## config.mk

```make
export PLATFORM = sky130hd
export DESIGN_NAME = keypad_scan_debounce_edge_unit
export DESIGN_NICKNAME = d
export VERILOG_FILES = /design/src/design/kpsde_pkg.sv /design/src/design/kpsde_lane.sv /design/src/design/kpsde_merge.sv /design/src/design/keypad_scan_debounce_edge_unit.sv
export SDC_FILE = /design/constraint.sdc
export NUM_CORES = 1
export LEC_CHECK = 0
export BUFFER_PORTS_ARGS = -buffer_cell sky130_fd_sc_hd__buf_4
export CORE_MARGIN = 4
export CORE_UTILIZATION = 50
export CTS_CLUSTER_DIAMETER = 150
export DETAILED_ROUTE_END_ITERATION = 6
export PLACE_DENSITY = 0.79
export SLEW_MARGIN = 20
export SYNTH_ARGS = -nofsm -noshare
export SYNTH_HDL_FRONTEND = slang
export SYNTH_SLANG_ARGS = --single-unit
```

## constraint.sdc

```tcl
create_clock -name clk -period 5 [get_ports clk]
set_input_delay 0.25 -clock clk [delete_from_list [all_inputs] [get_ports clk]]
set_output_delay 0.25 -clock clk [all_outputs]
set_load 0.05 [all_outputs]
```

## src/design/kpsde_pkg.sv

```systemverilog
// ----------------------------------------------------------------------------
// kpsde_pkg
// Shared types, sizes and the key character table for the keypad scanner.
// ----------------------------------------------------------------------------
package kpsde_pkg;

	localparam int COLUMNS_DEF = 3;
	localparam int ROWS_DEF    = 4;

	localparam int POS_W       = 3;
	localparam int FULL_IDX_W  = 8;
	localparam int KEY_IDX_W   = 4;
	localparam int KEY_CHAR_W  = 7;
	localparam int OUT_TDATA_W = 16;
	localparam int CHAR_COUNT  = 12;

	typedef struct packed {
		logic             hit;
		logic [POS_W-1:0] pos;
	} lane_hit_t;

	localparam logic [KEY_CHAR_W-1:0] KEY_CHARS [CHAR_COUNT] = '{
		7'h31, 7'h34, 7'h37, 7'h2a,
		7'h32, 7'h35, 7'h38, 7'h30,
		7'h33, 7'h36, 7'h39, 7'h23
	};

	function automatic logic [KEY_CHAR_W-1:0] key_char(input logic [FULL_IDX_W-1:0] idx);
		logic [KEY_CHAR_W-1:0] ch;
		ch = '0;
		if (idx < FULL_IDX_W'(CHAR_COUNT)) begin
			ch = KEY_CHARS[idx[3:0]];
		end
		return ch;
	endfunction

endpackage

```

## src/design/kpsde_lane.sv

```systemverilog
// ----------------------------------------------------------------------------
// kpsde_lane
// One column: lowest-row filter, stability match, rising-edge detect and
// highest-row pick of the rise bits.
// ----------------------------------------------------------------------------
module kpsde_lane #(
	parameter int ROWS = kpsde_pkg::ROWS_DEF
) (
	input  logic                 clk,
	input  logic                 arst_n,
	input  logic [ROWS-1:0]      rows,
	input  logic                 accept,
	input  logic                 stable,
	output logic                 eq,
	output kpsde_pkg::lane_hit_t hit_s1
);

	logic [ROWS-1:0]      cur;
	logic [ROWS-1:0]      rise;
	logic [ROWS-1:0]      prev_q;
	logic [ROWS-1:0]      last_q;
	kpsde_pkg::lane_hit_t hit;

	assign cur  = rows & (~rows + ROWS'(1));
	assign eq   = (cur != '0) && (cur == last_q);
	assign rise = stable ? (cur & ~prev_q) : '0;

	always_comb begin
		hit = '0;
		for (int r = 0; r < ROWS; r++) begin
			if (rise[r]) begin
				hit.hit = 1'b1;
				hit.pos = kpsde_pkg::POS_W'(ROWS - 1 - r);
			end
		end
	end

	always_ff @(posedge clk or negedge arst_n) begin
		if (!arst_n) begin
			prev_q <= '0;
			last_q <= '0;
		end else if (accept) begin
			last_q <= cur;
			prev_q <= stable ? cur : '0;
		end
	end

	always_ff @(posedge clk) begin
		if (accept) begin
			hit_s1 <= hit;
		end
	end

	a_prev_tracks_last: assert property (@(posedge clk) disable iff (!arst_n)
		(prev_q == '0) || (prev_q == last_q))
		else $error("edge reference out of step with last scan");

	a_last_one_row: assert property (@(posedge clk) disable iff (!arst_n)
		$countones(last_q) <= 1)
		else $error("filtered column holds more than one row");

endmodule

```

## src/design/kpsde_merge.sv

```systemverilog
// ----------------------------------------------------------------------------
// kpsde_merge
// Picks the first column with a rising key, forms index and character, and
// holds the result in the output register.
// ----------------------------------------------------------------------------
module kpsde_merge #(
	parameter int COLUMNS = kpsde_pkg::COLUMNS_DEF,
	parameter int ROWS    = kpsde_pkg::ROWS_DEF
) (
	input  logic                                 clk,
	input  logic                                 arst_n,
	input  logic                                 in_valid,
	input  kpsde_pkg::lane_hit_t [COLUMNS-1:0]   lanes,
	output logic                                 adv,
	output logic                                 m_tvalid,
	input  logic                                 m_tready,
	output logic [kpsde_pkg::OUT_TDATA_W-1:0]    m_tdata,  // key_index, key_char
	output logic                                 m_tuser   // press_valid
);

	logic                                found;
	logic [kpsde_pkg::FULL_IDX_W-1:0]    idx;
	logic                                out_v_q;
	logic                                press_q;
	logic [kpsde_pkg::KEY_IDX_W-1:0]     idx_q;
	logic [kpsde_pkg::KEY_CHAR_W-1:0]    char_q;

	always_comb begin
		found = 1'b0;
		idx   = '0;
		for (int c = COLUMNS - 1; c >= 0; c--) begin
			if (lanes[c].hit) begin
				found = 1'b1;
				idx   = kpsde_pkg::FULL_IDX_W'(c * ROWS) +
				        kpsde_pkg::FULL_IDX_W'(lanes[c].pos);
			end
		end
	end

	assign adv = !out_v_q || m_tready;

	always_ff @(posedge clk or negedge arst_n) begin
		if (!arst_n) begin
			out_v_q <= 1'b0;
		end else if (adv) begin
			out_v_q <= in_valid;
		end
	end

	always_ff @(posedge clk) begin
		if (adv && in_valid) begin
			press_q <= found;
			idx_q   <= found ? idx[kpsde_pkg::KEY_IDX_W-1:0] : '0;
			char_q  <= found ? kpsde_pkg::key_char(idx) : '0;
		end
	end

	assign m_tvalid = out_v_q;
	assign m_tuser  = press_q;
	assign m_tdata  = {{(kpsde_pkg::OUT_TDATA_W - kpsde_pkg::KEY_IDX_W -
	                     kpsde_pkg::KEY_CHAR_W){1'b0}}, char_q, idx_q};

	a_idle_zero: assert property (@(posedge clk) disable iff (!arst_n)
		m_tvalid && !m_tuser |-> m_tdata == '0)
		else $error("no-press result carries nonzero data");

	a_press_flag: assert property (@(posedge clk) disable iff (!arst_n)
		adv && in_valid |=> m_tvalid && (m_tuser == $past(found)))
		else $error("press flag lost on load");

endmodule

```

## src/design/keypad_scan_debounce_edge_unit.sv

```systemverilog
// ----------------------------------------------------------------------------
// keypad_scan_debounce_edge_unit
// Debounced key press detector for a matrix keypad, one scan per request.
// ----------------------------------------------------------------------------
// Takes one scan request per clock while s_tready is high and returns one
// result per request: one register stage holds each column's hit and row
// position, the output register holds the merged result. Each column has
// its own lane with its filter and edge state; a merge stage picks the first
// rising key in table order. Throughput is set by the output register, which
// frees when empty or taken by the sink, so scans can follow back to back.
module keypad_scan_debounce_edge_unit #(
	parameter int COLUMNS = kpsde_pkg::COLUMNS_DEF,
	parameter int ROWS    = kpsde_pkg::ROWS_DEF
) (
	input  logic                              clk,
	input  logic                              arst_n,
	input  logic                              s_tvalid,
	output logic                              s_tready,
	input  logic [((COLUMNS*ROWS+7)/8)*8-1:0] s_tdata,  // col0_rows, col1_rows, ...
	output logic                              m_tvalid,
	input  logic                              m_tready,
	output logic [kpsde_pkg::OUT_TDATA_W-1:0] m_tdata,  // key_index, key_char
	output logic                              m_tuser   // press_valid
);

	logic                               accept;
	logic                               adv;
	logic                               stable;
	logic [COLUMNS-1:0]                 eq;
	logic                               v_s1;
	kpsde_pkg::lane_hit_t [COLUMNS-1:0] hit_s1;

	assign s_tready = !v_s1 || adv;
	assign accept   = s_tvalid && s_tready;
	assign stable   = |eq;

	for (genvar c = 0; c < COLUMNS; c++) begin : g_lane
		kpsde_lane #(
			.ROWS(ROWS)
		) u_lane (
			.clk    (clk),
			.arst_n (arst_n),
			.rows   (s_tdata[c*ROWS +: ROWS]),
			.accept (accept),
			.stable (stable),
			.eq     (eq[c]),
			.hit_s1 (hit_s1[c])
		);
	end

	always_ff @(posedge clk or negedge arst_n) begin
		if (!arst_n) begin
			v_s1 <= 1'b0;
		end else if (s_tready) begin
			v_s1 <= s_tvalid;
		end
	end

	kpsde_merge #(
		.COLUMNS(COLUMNS),
		.ROWS   (ROWS)
	) u_merge (
		.clk      (clk),
		.arst_n   (arst_n),
		.in_valid (v_s1),
		.lanes    (hit_s1),
		.adv      (adv),
		.m_tvalid (m_tvalid),
		.m_tready (m_tready),
		.m_tdata  (m_tdata),
		.m_tuser  (m_tuser)
	);

endmodule
```

# Word level (Yosys, flattened, before mapping)
# Memory sizes are Yosys's and may differ from the RTL's. A register that Yosys moved wholly into a read port is not among the register bits.
# Cells that the tools add are included.
# Widths: inputs -> output; s select.
[op_classes]
bitwise_logic = 13
magnitude_cmp = 1
eq_ne = 3
n_reduce_logical = 21
add_sub_neg = 5
muxes = 21
[ops]
columns = ["op", "count"]
rows = [
  ["$mux 4", 9],
  ["$and 4x4->4", 6],
  ["$mux 8", 3],
  ["$not 4->4", 6],
  ["$add 4x1->4 const B", 3],
  ["$eq 4x4->1", 3],
  ["$reduce_bool 4->1", 3],
  ["$reduce_or 3->1", 4],
  ["$lt 8x4->1 const B", 1],
  ["$mux 1", 6],
  ["$mux 2", 3],
  ["$reduce_or 2->1", 3],
  ["$add 4x3->5 const A", 1],
  ["$logic_and 1x1->1", 5],
  ["$not 4->5", 1],
  ["$add 3x3->4 const A", 1],
  ["$logic_not 1->1", 3],
  ["$logic_or 1x1->1", 2],
  ["$reduce_and 2->1", 1],
]
[totals]
rom_bits = 112
inputBits = 20
out_inout_bits = 19
reg_bits = 43
mem_count = 1
elab_cells = 87
[mem_list]
columns = ["memory", "depth", "width", "read_ports", "rd_ports_with_merged_regs", "wr", "line", "source"]
rows = [
  ["(name not given)", 16, 7, 1, 1, 0, "kpsde_pkg.sv:32", "ch = KEY_CHARS[idx[3:0]];"],
]

# Longest topological paths before layout
[logic_depth]
depth_word = 10
mapped_depth = 9
ltp_nobuf = 9

# Cells and area by module
# A second synthesis with hierarchy kept.
[hier_totals]
hier_cells = 235
area_unflattened_um2 = 2468.6
[by_module_without_submodules]
columns = ["module", "instances", "area_each_um2", "cells_each", "seq_area_each_um2"]
rows = [
  ["kpsde_lane", 3, 561.8, 53, 290.3],
  ["kpsde_merge", 1, 725.7, 71, 345.3],
  ["keypad_scan_debounce_edge_unit", 1, 57.6, 5, 25.0],
]

# Least setup slack after synthesis
# Ideal clock, no wire load.
[synth_timing]
kind = "register to register"
startpoint = "register u_merge.out_v_q (netlist: u_merge.m_tvalid)"
endpoint = "register g_lane[0].u_lane.last_q[3]"
t_required_ns = 4.866
t_arrival_ns = 2.239
setup_ns = 0.134
path_stages_with_launch = 6
slack_ns = 2.627
period_less_slack_ns = 2.373
path_buffers = 0
cell_sequence = "dfrtp_1 -> nand3b_1 -> nand2_1 -> clkinv_1 -> nand2_1 -> o21ai_0"
[synth_via]
elab_chain_cells = 4
[synth_rtl]
columns = ["item", "line", "source"]
rows = [
  ["from (decl)", "kpsde_merge.sv:23", "logic out_v_q;"],
  ["from (signal assigned)", "kpsde_merge.sv:46", "out_v_q <= in_valid;"],
  ["$logic_not 1->1", "kpsde_merge.sv:40", "assign adv = !out_v_q || m_tready;"],
  ["$logic_or 1x1->1", "kpsde_merge.sv:40", ""],
  ["$logic_or 1x1->1", "keypad_scan_debounce_edge_unit.sv:33", "assign s_tready = !v_s1 || adv;"],
  ["net s_tready", "keypad_scan_debounce_edge_unit.sv:18", "output logic s_tready,"],
  ["$logic_and 1x1->1", "keypad_scan_debounce_edge_unit.sv:34", "assign accept = s_tvalid && s_tready;"],
  ["net accept", "keypad_scan_debounce_edge_unit.sv:26", "logic accept;"],
  ["to (signal assigned)", "kpsde_lane.sv:43", "last_q <= cur;"],
  ["to (decl)", "kpsde_lane.sv:21", "logic [ROWS-1:0] last_q;"],
]
# The timed path passes the listed nets, and every way through them passes these cells.
# A chain may end at the register's enable or synchronous reset.

# Worst setup path after layout
[layout_timing]
startpoint = "register, netlist name g_lane[1].u_lane.hit_s1[3]"
endpoint = "register u_merge.char_q[1] (netlist name), data pin"
[layout_via]
elab_chain_cells = 5
elab_cells_between_ends = 8
classes_between = "order compare (1); mux (4); bitwise (1); reduce/logical (2)"
[layout_rtl]
columns = ["item", "line", "source"]
rows = [
  ["$mux 8 * (2 in series)", "kpsde_merge.sv:32", "if (lanes[c].hit) begin"],
  ["net u_merge.idx, one bit", "kpsde_merge.sv:22", "logic [kpsde_pkg::FULL_IDX_W-1:0] idx;"],
  ["$lt 8x4->1", "kpsde_pkg.sv:31", "if (idx < FULL_IDX_W'(CHAR_COUNT)) begin"],
  ["$reduce_and 2->1 (no line)", "--", ""],
  ["$logic_not 1->1 (no line)", "--", ""],
  ["to (decl)", "kpsde_merge.sv:26", "logic [kpsde_pkg::KEY_CHAR_W-1:0] char_q;"],
]
# The timed path passes the listed nets; every way through them passes the cells marked *.

==> flow_summary_export.csv <==
group,metric,value,unit
run_status,status,"completed",
power,vdd_drop_max,0.000186,V
power,p_leak,1.12,nW
sta,finalSetupViolCount,0,
logic_synthesis,synth_area_leaders,"dfrtp_1, edfxtp_1, nand2_1",
sta,rsz0062_at_grt,"no",
cts,htreeDepth,2,
placed_design,dpl_cell_area,2530,um2
logic_synthesis,synthFlopType,"dfrtp_1",
layout,area_growth,14.0,%
cts,cts_tree,"built",
global_routing,grt_pass1_vias,1422,
min_path,min_path_type,"input port to register",
routing,wl_met3,233,um
sta,drv_slew,0,
cts,clkSinkCount,46,
floorplanning,die_area,5750,um2
sta,worst_slew_pin_slew,621,ps
logic_synthesis,synth-edff-count,20,
routing,vias_per_cell,5.38,
logic_synthesis,yosys.area.top_type,"dfrtp_1",
routing,vias,1641,
setup_path,cp-start-kind,"register",
cts,post-cts-setup-buffers,0,
power,power_frac_comb,0.250,
floorplanning,core,4410,um2
logic_synthesis,synth.distinct_cells,41,
setup_path,critical-path-top-delay-family,"compound AO/OA/AOI/OAI gates",
layout,drive_gt1_frac,0.174,
routing,wl_met1,1740,um
cts,post_cts_resized,0,
floorplanning,initial_utilization,0.521,
placed_design,dp_hpwl,2760,um
floorplanning,die_w,75.8,um
logic_synthesis,seq_area_frac_synth,0.544,
layout,layout.nets,279,
sta,clock_skew,7.85,ps
logic_synthesis,netlist_area,2300,um2
routing,maxUsedRoutingLayer,"met4",
flow_run,drv_cap,0,
routing,wirelength,3890,um
setup_path,crit_path_frequent_cell,"nor2_1",
sta,finalHoldViolations,0,
sta,setup_tns,0,ps
cts,cts-root-buf,"clkbuf_8",
logic_synthesis,synth_top_cell_area_share,0.283,
layout,n_antenna_cell,0,
global_routing,track_usage,0.148,
logic_synthesis,async_flop_share,0.565,
sta,fin_crit_sh,0.473,
power,power_switching,295,uW
floorplanning,io_pins,39,
setup_path,crit_chain,"nand2b_1, nor2_1, a21oi_1, o21ai_0, inv_1, ha_1, a211oi_1, nor2_1",
power,p_per_area,350,nW/um2
logic_synthesis,synth_most_common_cell,"nand2_1",
setup_path,worst-r2r-cell-count,8,
logic_synthesis,syn_inst,222,
global_routing,grt_max_degree,35,
sta,hold-worst-slack,163,ps
logic_synthesis,synth.avg_cell_area,10.4,um2
power,p_int,622,uW
layout,fin_area,2620,um2
sta,fmax,0.423,GHz
placed_design,portBuffers,28,
sta,period_minus_slack,2360,ps
cts,clk_latency,290,ps
cts,numCtsBuffers,5,
routing,wl_met2,1840,um
logic_synthesis,synth-seq-cells,46,
setup_path,crit_slowest_cell,"edfxtp_1",
layout,fin_util,0.594,
routing,drcViolationCount,0,
logic_synthesis,yosysWarningCount,0,
setup_path,arrival,2410,ps
power,seq_power_share,0.516,
setup_path,slowest_delay,530,ps
routing,dr.pass1.iters,5,
logic_synthesis,synthTopCellsByCount,"nand2_1, dfrtp_1, edfxtp_1",
routing,drt_iter0_markers,38,
placed_design,finalWeightedCongestion,0.775,
sta,slew_headroom,0.586,
setup_path,cp_num_cells,8,
setup_path,crit_required,5050,ps
global_routing,grt_pass1_wl,6380,um
power,power.share.switching,0.322,
routing,final_antenna_net_count,0,
setup_path,worstPathMaxFanout,11,
cts,clk_pin_slew,80,ps
floorplanning,rows,24,
cts,cts_buffer_depth,2,
floorplanning,dieHeight,75.8,um
routing,routedWlPerCell,12.8,um
setup_path,criticalPathCategory,"register to register",
global_routing,gr-total-overflow,0,
setup_path,endpoint_kind,"register",
global_routing,antenna_found_initial,0,
setup_path,crit_buf_inv,1,
power,power.share.clock,0.235,
min_path,hold_depth,2,
==> kinds of logic (layout without fill, tap and decap cells) <==
logic type               count (synthesis)  count (layout)  share of synthesized area
flip-flops                              46              46                      0.544
adder cells (fa/ha/maj)                  7               7                     0.0381
buffers and inverters                   18              44                     0.0430
other                                    1               6                    0.00163
XOR/XNOR                                 2               2                    0.00762
multiplexers                             1               1                    0.00435
AO/OA/AOI/OAI                           51              51                      0.156
AND/OR/NAND/NOR                         96              96                      0.205
==> timing repair <==
action,4_1_cts,5_1_grt
endpoints found under the hold margin,26,0
setup endpoints to repair,0,0
hold buffers,1,0
==> final timing paths <==
kind | start | end | slack [ps]
hold / removal | s_tvalid | v_s1 | 160
max in group asynchronous | arst_n | g_lane[1].u_lane.prev_q[1] | 4350
min in group asynchronous | arst_n | g_lane[2].u_lane.last_q[1] | 390
hold reg to reg | g_lane[1].u_lane.prev_q[0] | g_lane[1].u_lane.prev_q[0] | 480
setup reg to reg | g_lane[1].u_lane.hit_s1[3] | u_merge.char_q[1] | 2640
setup / recovery | g_lane[1].u_lane.hit_s1[3] | u_merge.char_q[1] | 2640
==> through the flow <==
step	instances	total power, mW	worst slack [ps]
finish	305	0.917	2640
global route	305	0.969	2450
CTS	305	0.925	2600
detailed placement	296	0.711	2600
global placement	296	0.704	2680
floorplan	227	0.652	2630
==> cells in the final DEF, fill, tap and decap left out, types with 3 or more instances in the layout <==
cell type  instances
ha_1               7
a31oi_1            4
nand2_1           45
clkbuf_8           5
o21ai_1            7
a21oi_1            7
or3_1              3
buf_4             30
inv_1              4
nor2_1            14
nand3b_1           5
edfxtp_1          20
nor2b_1            4
o21ai_0           14
o21a_1             4
nand2b_1          16
conb_1             6
dfrtp_1           26
==> cell type report <==
cell class                 instances  area, um2
clock buffer                       6       72.6
sequential                        46       1250
inverter                           5       18.8
multi-input combinational        163        968
tap                               52       65.1
clock inverter                     2       10.0
timing repair buffer              31        235
fill                             370       1790
==> routing by layer <==
metal	vias up	GRT usage
met5	-	0
met4	0	0.0660
met3	9	0.0317
met2	47	0.247
met1	765	0.183
li1	820	-
==> power by group through the flow <==
stage | combinational [mW] | clock, mW | sequential, mW
6_report | 0.229 | 0.215 | 0.473
5_1_grt | 0.253 | 0.237 | 0.479
4_1_cts | 0.232 | 0.220 | 0.473
3_5_place_dp | 0.230 | 0 | 0.481
3_3_place_gp | 0.225 | 0 | 0.480
2_1_floorplan | 0.137 | 0 | 0.515
==> sequential cells by signal (all words and copies together), names as in the netlist <==
register              flops
u_merge.char_q            6
g_lane.u_lane.last_q     12
v_s1                      1
u_merge.idx_q             4
g_lane.u_lane.hit_s1      9
u_merge.m_tvalid          1
u_merge.m_tuser           1
g_lane.u_lane.prev_q     12
==> worst register-to-register path: stages (launching register included) <==
cell and delay, ps:
edfxtp_1 530, nand2b_1 250, nor2_1 100, a21oi_1 50, o21ai_0 470, inv_1 180, ha_1 230, a211oi_1 230
nor2_1 60
No activity file was read; power rests on OpenSTA's default activity.
